### src/design/ssi_pkg.sv
`timescale 1ns / 1ps

package ssi_pkg;

  // Coordinate width; every internal width follows from it
  localparam int CW   = 32;
  localparam int DW   = CW + 1;          // point differences
  localparam int PW   = 2 * DW;          // cross products
  localparam int SW   = PW + 1;          // den, tn, un (signed)
  localparam int MW   = PW;              // |den| and in-range tn
  localparam int LW   = (MW + 1) / 2;    // low split of den / tn
  localparam int HW   = MW - LW;         // high split of den / tn
  localparam int PPW  = DW + LW + 1;     // partial product width
  localparam int NXW  = DW + MW + 2;     // crossing numerator width

  typedef struct packed {
    logic signed [CW-1:0] first_start_x;
    logic signed [CW-1:0] first_start_y;
    logic signed [CW-1:0] first_end_x;
    logic signed [CW-1:0] first_end_y;
    logic signed [CW-1:0] second_start_x;
    logic signed [CW-1:0] second_start_y;
    logic signed [CW-1:0] second_end_x;
    logic signed [CW-1:0] second_end_y;
  } req_t;

  typedef struct packed {
    logic                 hit;
    logic signed [CW-1:0] cross_x;
    logic signed [CW-1:0] cross_y;
  } res_t;

  // Start point and direction of the first segment
  typedef struct packed {
    logic signed [DW-1:0] asx;
    logic signed [DW-1:0] asy;
    logic signed [DW-1:0] dax;
    logic signed [DW-1:0] day;
  } geo_t;

  // Front end result: hit decision, positive den and matching tn
  typedef struct packed {
    logic          hit;
    logic [MW-1:0] den;
    logic [MW-1:0] tn;
    geo_t          geo;
  } front_t;

  // One step of the shared-divisor restoring divider
  typedef struct packed {
    logic           hit;
    logic           neg_x;
    logic           neg_y;
    logic [NXW-1:0] den_sh;
    logic [NXW-1:0] rem_x;
    logic [NXW-1:0] rem_y;
    logic [CW-1:0]  q_x;
    logic [CW-1:0]  q_y;
  } div_t;

  function automatic logic signed [DW-1:0] ext_coord(input logic [CW-1:0] a);
    ext_coord = $signed({a[CW-1], a});
  endfunction

endpackage

### src/design/ssi_div_stage.sv
`timescale 1ns / 1ps

// One restoring step: one quotient bit for x and for y
module ssi_div_stage (
  input  logic           clk_i,
  input  logic           rst_ni,
  input  logic           en_i,
  input  logic           valid_i,
  input  ssi_pkg::div_t  div_i,
  output logic           valid_o,
  output ssi_pkg::div_t  div_o
);

  logic valid_q;
  ssi_pkg::div_t div_d, div_q;

  // Subtract the aligned divisor where it fits, then shift it down
  always_comb begin
    logic take_x, take_y;
    take_x = div_i.rem_x >= div_i.den_sh;
    take_y = div_i.rem_y >= div_i.den_sh;
    div_d        = div_i;
    div_d.rem_x  = take_x ? div_i.rem_x - div_i.den_sh : div_i.rem_x;
    div_d.rem_y  = take_y ? div_i.rem_y - div_i.den_sh : div_i.rem_y;
    div_d.q_x    = {div_i.q_x[ssi_pkg::CW-2:0], take_x};
    div_d.q_y    = {div_i.q_y[ssi_pkg::CW-2:0], take_y};
    div_d.den_sh = div_i.den_sh >> 1;
  end

  always_ff @(posedge clk_i or negedge rst_ni) begin
    if (!rst_ni) begin
      valid_q <= 1'b0;
    end else if (en_i) begin
      valid_q <= valid_i;
    end
  end

  always_ff @(posedge clk_i) begin
    if (en_i) begin
      div_q <= div_d;
    end
  end

  assign valid_o = valid_q;
  assign div_o   = div_q;

endmodule

### config.mk
export PLATFORM = sky130hd
export DESIGN_NAME = ssi_div_stage
export DESIGN_NICKNAME = d
export VERILOG_FILES = /design/src/design/ssi_pkg.sv /design/src/design/ssi_div_stage.sv
export SDC_FILE = /design/constraint.sdc
export NUM_CORES = 1
export LEC_CHECK = 0
export BUFFER_PORTS_ARGS = -buffer_cell sky130_fd_sc_hd__buf_2
export CAP_MARGIN = 5
export CORE_AREA = 2 2 292 294
export CTS_CLUSTER_SIZE = 25
export DETAILED_ROUTE_END_ITERATION = 10
export DIE_AREA = 0 0 294 296
export PLACE_DENSITY_LB_ADDON = 0.05
export SYNTH_ARGS = -nofsm -noshare
export SYNTH_HDL_FRONTEND = slang
export SYNTH_SLANG_ARGS = --single-unit
### constraint.sdc
create_clock -name clk_i -period 0.8 [get_ports clk_i]
set_input_delay 0.2 -clock clk_i [delete_from_list [all_inputs] [get_ports clk_i]]
set_output_delay 0.2 -clock clk_i [all_outputs]
set_load 0.1 [all_outputs]
==> flow_summary.ini, run 1 <==
[min_path]
depth_of_the_worst_hold_timing_path = 4
hold_path_end = div_o[166]$_DFFE_PP_
min-delay-path-class = in2reg
hold_path.startpoint = div_i[166]

[worst_setup_path]
worst_setup_path_start_kind = input port
critPathMaxFanout = 6
critPathArrivalTime_ns = 3.52
crit_path_max_incr_delay_ns = 0.35
critical_path.reg2reg.endpoint = valid_o$_DFFE_PN0P_
timing.critical_path.slowest_stage_cell = nand4_1
worst_setup_path_end_kind = flop
critical_path.n_buffers_inverters = 8
reg2reg_path_depth = 1
ff2ff_setup_slack_ns = 0.01
cpLargestDelayFamily = simple AND/OR/NAND/NOR gates
worst-setup-path-type = in2reg
r2r-start = valid_o$_DFFE_PN0P_
cp.required_ns = 1.15
crit_path_cell_trace = buf_8 -> inv_4 -> ha_4 -> nand4_1 -> nor3_2 -> buf_4 -> nand2_4 -> nor2_4 -> buf_6 -> nand4_1 -> buf_4 -> o211a_1 -> o21ai_2 -> nand3b_1 -> o21ai_4 -> inv_8 -> buf_12 -> buf_16 -> mux2_4

[drt]
post-route-drc-count = 0
vias_per_cell = 5.082
drt_first_iter_violations = 2003
ant_nets = 0
avgRoutedWirePerCell_um = 22.52
sum_of_routed_wire_length_over_all_layers_mm = 143.9
vias = 32460
drtPass1Iterations = 6

[synth]
synth.net_count = 3537
post_synth_num_cell_types = 90
async_flop_share_pct = 0.2703
ys_ff_latch = 370
synth.yosys.seq_area_share_pct = 41.26
synth-warning-count = 0
post_synth_instance_area_um2 = 26920
synth-edff-count = 369
yosys_most_used_dff = edfxtp_1
mean_syn_cell_area_um2 = 9.097
post_synth_inst_count = 2959

[outcome]
status = complete, but fails checks
failing_checks = negative setup slack

[floorplanning]
initial_utilization_pct = 31.96
core-area_um2 = 84210
die_area_um2 = 87020
row_count = 107
die_width_um = 294
boundaryPins = 745
fp.dieH_um = 296

[finish]
most_common_cell_after_layout_fill_and_taps_aside = buf_4
finish.net_count = 5825
stdcell_area_um2 = 56250
area_delta_synth_final_pct = 109.0
count_of_fill_cells_added_during_filler_insertion = 6675
drive_gt1_share_pct = 52.47
layout.cells.most_common_list = 1260 x buf_4, 407 x buf_12, 369 x edfxtp_1
finalCoreUtilization_pct = 66.80

[power]
power_per_cell_area_nw_per_um2 = 1878
cellInternalPower_mw = 60.86
p_comb_share_pct = 55.0
power.switching_fraction_pct = 42.38
max-vdd-ir-drop_mv = 1.618
final_power_mw = 105.6
pwr-share-clk_pct = 20.0
power_leakage_nw = 24.70
pwr-share-seq_pct = 25.0
switchingPower_mw = 44.76

[clock_network]
htree_levels = 2
numCtsBuffers = 47
cts_buffer_depth = 3
clkSinkCount = 370
path_clk_slew_ns = 0.06
cts_root_buf = clkbuf_16
tritoncts = yes
clock_latency_ns = 0.60

[global_route]
globalRouteTotalUtil_pct = 32.00
grt_antenna_before_repair = 24
grt_max_degree = 48
grt_first_pass_wirelength_mm = 210.0
globalRouteOverflowTotal = 0
first_global_vias = 34140

[sta]
slew-limit-headroom_pct = 65.06
rsz0062_at_grt = yes
fin_setup_tns_ns = -651.95
fin_ws_ns = -2.373
final-setup-viol-count = 574
fin_crit_sh_pct = 396.6
report.final.slew_viol_count = 0
final_period_minus_worst_setup_slack_ns = 3.173
worst-slew-pin-transition_ns = 0.5218
highest_achievable_clock_rate_mhz = 315.2
timing.clock.skew_ns = 0
report.final.hold_viol_count = 0

[placed_design]
postPlaceCellArea_um2 = 47030
dp_hpwl_mm = 112.7
dpl_worst_slack_ns = -3.202
io_buffers = 741
finalWeightedCongestion = 0.9849

[run]
drv.max_cap_violation_count = 0
how the worst max path moves through the flow:
stage | depth (start not counted) | endpoint | start | slack [ns]
3_5_place_dp | 18 | div_o[206]$_DFFE_PP_ | div_i[360] | -3.20
5_1_grt | 19 | div_o[235]$_DFFE_PP_ | div_i[359] | -2.37
3_3_place_gp | 15 | div_o[206]$_DFFE_PP_ | div_i[307] | -3.15
4_1_cts | 20 | div_o[183]$_DFFE_PP_ | div_i[361] | -2.27
6_report | 19 | div_o[213]$_DFFE_PP_ | div_i[359] | -2.37
2_1_floorplan | 14 | div_o[170]$_DFFE_PP_ | div_i[268] | -2.10
logic make-up (layout without fill, tap and decap cells):
| logic type | after synthesis | count (layout) | synth area share [%] |
|---|---|---|---|
| AO/OA/AOI/OAI | 984 | 984 | 22.67 |
| AND/OR/NAND/NOR | 876 | 876 | 14.97 |
| flip-flops | 370 | 370 | 41.26 |
| buffers and inverters | 327 | 2651 | 5.016 |
| adder cells (fa/ha/maj) | 204 | 204 | 9.538 |
| XOR/XNOR | 182 | 182 | 5.922 |
| multiplexers | 15 | 15 | 0.6182 |
| other | 1 | 16 | 0.01393 |
Yosys cell counts (all sizes together), types with 5 or more instances:
| master | count | area share (%) |
|---|---|---|
| a2111oi | 6 | 0.33 |
| a31oi | 23 | 0.60 |
| nand2 | 244 | 3.4 |
| xor2 | 67 | 2.2 |
| o221ai | 5 | 0.16 |
| nor3 | 55 | 1.0 |
| a311oi | 6 | 0.20 |
| a21o | 90 | 2.5 |
| o211a | 6 | 0.22 |
| o211ai | 20 | 0.59 |
| o21ai | 188 | 3.5 |
| nand3 | 50 | 0.97 |
| or2 | 12 | 0.28 |
| mux2 | 13 | 0.54 |
| nor2b | 13 | 0.30 |
| a211oi | 11 | 0.34 |
| buf | 52 | 1.2 |
| nand4 | 97 | 2.3 |
| a221oi | 11 | 0.38 |
| a31o | 6 | 0.20 |
| a21oi | 452 | 8.7 |
| nor2 | 312 | 4.4 |
| nand2b | 18 | 0.42 |
| o22ai | 8 | 0.19 |
| and2 | 11 | 0.26 |
| inv | 180 | 2.5 |
| and3 | 13 | 0.30 |
| nor4 | 11 | 0.26 |
| or3 | 14 | 0.33 |
| o21bai | 64 | 1.8 |
| nor3b | 5 | 0.16 |
| xnor2 | 115 | 3.7 |
| o31ai | 20 | 0.66 |
| ha | 202 | 9.4 |
| edfxtp | 369 | 41 |
| a21boi | 11 | 0.31 |
| clkbuf | 95 | 1.3 |
| o21a | 15 | 0.42 |
registers in the layout, summed over array words and instances, names as in the netlist:
register,count
valid_o,1
div_o,369
metrics by stage:
step,hold slack (ns),cells
6_report,0.02330,6388
2_1_floorplan,-0.09559,2959
3_5_place_dp,-0.02170,5867
3_3_place_gp,-0.02466,5867
5_1_grt,0.02040,6387
4_1_cts,-0.2606,6361
what timing repair did:
| item | CTS | global route |
|---|---|---|
| hold buffers | 267 | 1 |
| resized for setup | 642 | 119 |
| buffers inserted | 130 | 16 |
| endpoints found under the setup margin | 574 | 575 |
| gates cloned | 24 | 0 |
| endpoints found under the hold margin | 268 | 1 |
| pin swaps | 157 | 53 |
worst min-delay path, cell delays in order:
cell,delay [ns]
buf_6,0.08
buf_4,0.11
nor2_2,0.05
a21oi_2,0.09
per-layer routing:
layer	global-route usage, %	share of wire (%)	vias to the layer above	wire (um)
li1	-	-	15510	-
met1	39.63	41	15600	59060
met2	55.84	49	1113	70880
met3	5.411	6.2	235	8886
met4	11.62	3.5	8	4989
met5	0	0.039	-	56
layout make-up:
type	instances	area [um2]	area share, %
repair buffers	2386	23750	42.23
multi-input cells	2262	17730	31.52
flip-flops and latches	370	11110	19.74
well taps	1090	1364	2.425
clock buffers	51	1191	2.118
inverters	180	763.2	1.357
clock inverters	34	306.5	0.5450
diodes	15	37.54	0.06673
power groups by stage:
stage / registers (mW) / logic, mW / clock network, mW
3_5_place_dp: 26.8 / 50.4 / 0
2_1_floorplan: 41.2 / 12.1 / 0
3_3_place_gp: 26.8 / 50.2 / 0
6_report: 26.4 / 58.1 / 21.1
4_1_cts: 26.4 / 57.1 / 21.7
5_1_grt: 26.5 / 60.5 / 22.4
Power figures use the tool's default switching activity.
==> inputs of run 2 (changes only) <==
--- a/config.mk
+++ b/config.mk
@@ -12,6 +12,7 @@
 export DETAILED_ROUTE_END_ITERATION = 10
 export DIE_AREA = 0 0 294 296
 export PLACE_DENSITY_LB_ADDON = 0.05
+export SKIP_CTS_REPAIR_TIMING = 1
 export SYNTH_ARGS = -nofsm -noshare
 export SYNTH_HDL_FRONTEND = slang
 export SYNTH_SLANG_ARGS = --single-unit
==> run 2 against run 1 <==
Effect of this change:
- the run ends with negative hold slack, negative setup slack left
- via count shrank 3.0%
- setup slack got worse by 0.069 ns
- clock power about the same
- final cell count decreased by 2.4%
- combinational power is 6.9% lower
- sequential power is essentially flat
- non-clock buffer count fell by 146
- hold slack worse by 0.048 ns
- power is 3.9% lower
- flip-flop and latch count unchanged
- clock-buffer cell count did not move
- core utilization fell by 4.1 points
- largest cell class unchanged
- largest power group unchanged
==> flow_summary.ini, run 2 (synthesis gave the netlist of run 1 again) <==
[worst_setup_path]
endpoint = div_o[199]$_DFFE_PP_
worst_setup_path_start_kind = input port
cp.required_ns = 1.24
crit_path_max_incr_delay_ns = 0.35
worst-setup-path-type = in2reg
critPathMaxFanout = 7
timing.critical_path.slowest_stage_cell = a2111oi_4
ff2ff_setup_slack_ns = 0.01
critical_path.reg2reg.endpoint = valid_o$_DFFE_PN0P_
worst_setup_path_startpoint = div_i[274]
r2r-start = valid_o$_DFFE_PN0P_
crit_path_cell_trace = buf_2 -> inv_1 -> ha_4 -> nand3_4 -> nor3b_4 -> o31ai_4 -> a2111oi_4 -> buf_4 -> o21ai_4 -> a31oi_4 -> buf_6 -> o2111ai_4 -> a21oi_4 -> o21ai_2 -> bufinv_16 -> buf_12 -> buf_12 -> clkbuf_16 -> buf_4 -> nor2_1 -> a21oi_1
worst_setup_path_end_kind = flop
reg2reg_path_depth = 1
critPathArrivalTime_ns = 3.68

[clock_network]
clock_latency_ns = 0.60
clkSinkCount = 370
cts_buffer_depth = 3
cts_root_buf = clkbuf_16
htree_levels = 2
tritoncts = yes
path_clk_slew_ns = 0.06
numCtsBuffers = 47

[placed_design]
placedCellCount = 5867
io_buffers = 741
dp_hpwl_mm = 112.7
finalWeightedCongestion = 0.9849
postPlaceCellArea_um2 = 47030

[power]
power_leakage_nw = 23.55
max-vdd-ir-drop_mv = 1.624
final_power_mw = 101.5
power_per_cell_area_nw_per_um2 = 1923

[run]
drv.max_cap_violation_count = 0

[finish]
finish.net_count = 5679
area_delta_synth_final_pct = 96.13
layoutNonFillerInstCount = 6234
finalCoreUtilization_pct = 62.69
number_of_flip_flops_under_the_largest_register_name = 369
count_of_fill_cells_added_during_filler_insertion = 7057
layout.cells.most_common_list = 1205 x buf_4, 401 x buf_12, 382 x a21oi_1
drive_gt1_share_pct = 46.99
most_common_cell_after_layout_fill_and_taps_aside = buf_4
stdcell_area_um2 = 52790

[drt]
sum_of_routed_wire_length_over_all_layers_mm = 137.5
ant_nets = 0
post-route-drc-count = 0
vias_per_cell = 5.053
avgRoutedWirePerCell_um = 22.06
vias = 31500
drtPass1Iterations = 7
drt_first_iter_violations = 2110

[sta]
report.final.hold_viol_count = 6
timing.clock.skew_ns = 0
report.final.slew_viol_count = 0
worst-slew-pin-transition_ns = 0.5284
fin_ws_ns = -2.442
final-setup-viol-count = 574
final_period_minus_worst_setup_slack_ns = 3.242
finalHoldWorstSlack_ns = -0.02431
rsz0062_at_grt = yes
slew-limit-headroom_pct = 64.40
highest_achievable_clock_rate_mhz = 308.5
fin_crit_sh_pct = 405.2

[global_route]
globalRouteOverflowTotal = 0
grt_first_pass_wirelength_mm = 188.9
grt_antenna_before_repair = 13
globalRouteTotalUtil_pct = 28.81
grt_max_degree = 48
first_global_vias = 30750

[floorplanning]
die_width_um = 294
fp.dieH_um = 296
core-area_um2 = 84210
boundaryPins = 745
row_count = 107
die_area_um2 = 87020
initial_utilization_pct = 31.96

[outcome]
status = complete, but fails checks
failing_checks = negative hold slack, negative setup slack

[min_path]
min-delay-path-class = in2reg
==> run 2: cell types whose count changed in the layout (fill, tap and decap cells not counted), moves of 22 or more <==
cell	delta
o21ai_0	+25
buf_2	+23
a21oi_2	-66
ha_1	+33
nor2_1	+46
nor2_2	-34
a21oi_1	+74
buf_16	-22
ha_4	-32
inv_1	+23
buf_4	-55
buf_6	-46
dlygate4sd3_1	-34
==> run 2: area by class of cell <==
cell class	instances	area, um2	area share (%)
diodes	7	17.52	0.03318
clock buffers	51	1191	2.256
clock inverters	34	306.5	0.5807
inverters	180	749.5	1.420
multi-input cells	2262	16200	30.69
flip-flops and latches	370	11110	21.04
well taps	1090	1364	2.583
repair buffers	2240	21860	41.40
==> run 2: how the worst min path moves through the flow <==
stage	slack (ns)	end	from	cells past startpoint
finish	-0.02	div_o[178]$_DFFE_PP_	div_i[178]	3
global route	0.0008	div_o[205]$_DFFE_PP_	div_i[205]	3
CTS	-0.67	valid_o$_DFFE_PN0P_	rst_ni	1
detailed placement	-0.02	valid_o$_DFFE_PN0P_	rst_ni	1
global placement	-0.02	valid_o$_DFFE_PN0P_	rst_ni	1
floorplan	-0.1	valid_o$_DFFE_PN0P_	rst_ni	0
==> run 2: report_power, final <==
group          leakage (nW)  switching (mW)  total (mW)  internal (mW)
Combinational          19.2            31.8        54.1           22.3
Sequential             3.63            2.07        26.4           24.3
Clock                 0.729            9.19        21.1           11.9
Total                  23.5            43.0         102           58.5
==> run 2: per-layer routing <==
layer	GRT usage, %	up-vias	routed length (um)
li1	-	15220	-
met1	36.26	15040	57530
met2	51.08	1054	67660
met3	4.534	184	8086
met4	7.753	6	4183
met5	0	-	42
==> run 2: stage by stage <==
stage	hold slack, ns	worst slack (ns)	TNS (ns)
after floorplan	-0.09559	-2.100	-521.38
after global placement	-0.02466	-3.153	-690.31
after detailed placement	-0.02170	-3.202	-692.90
after CTS	-0.6726	-2.589	-711.75
after global routing	0.0007824	-2.501	-699.87
final	-0.02431	-2.442	-664.74
==> run 2: worst max-delay path: cells and delay by family <==
kind / cells / cell delay (ns)
compound gates: 8 / 1.39
buf+inv: 9 / 1.29
fa+ha+maj: 1 / 0.31
simple gates: 3 / 0.45
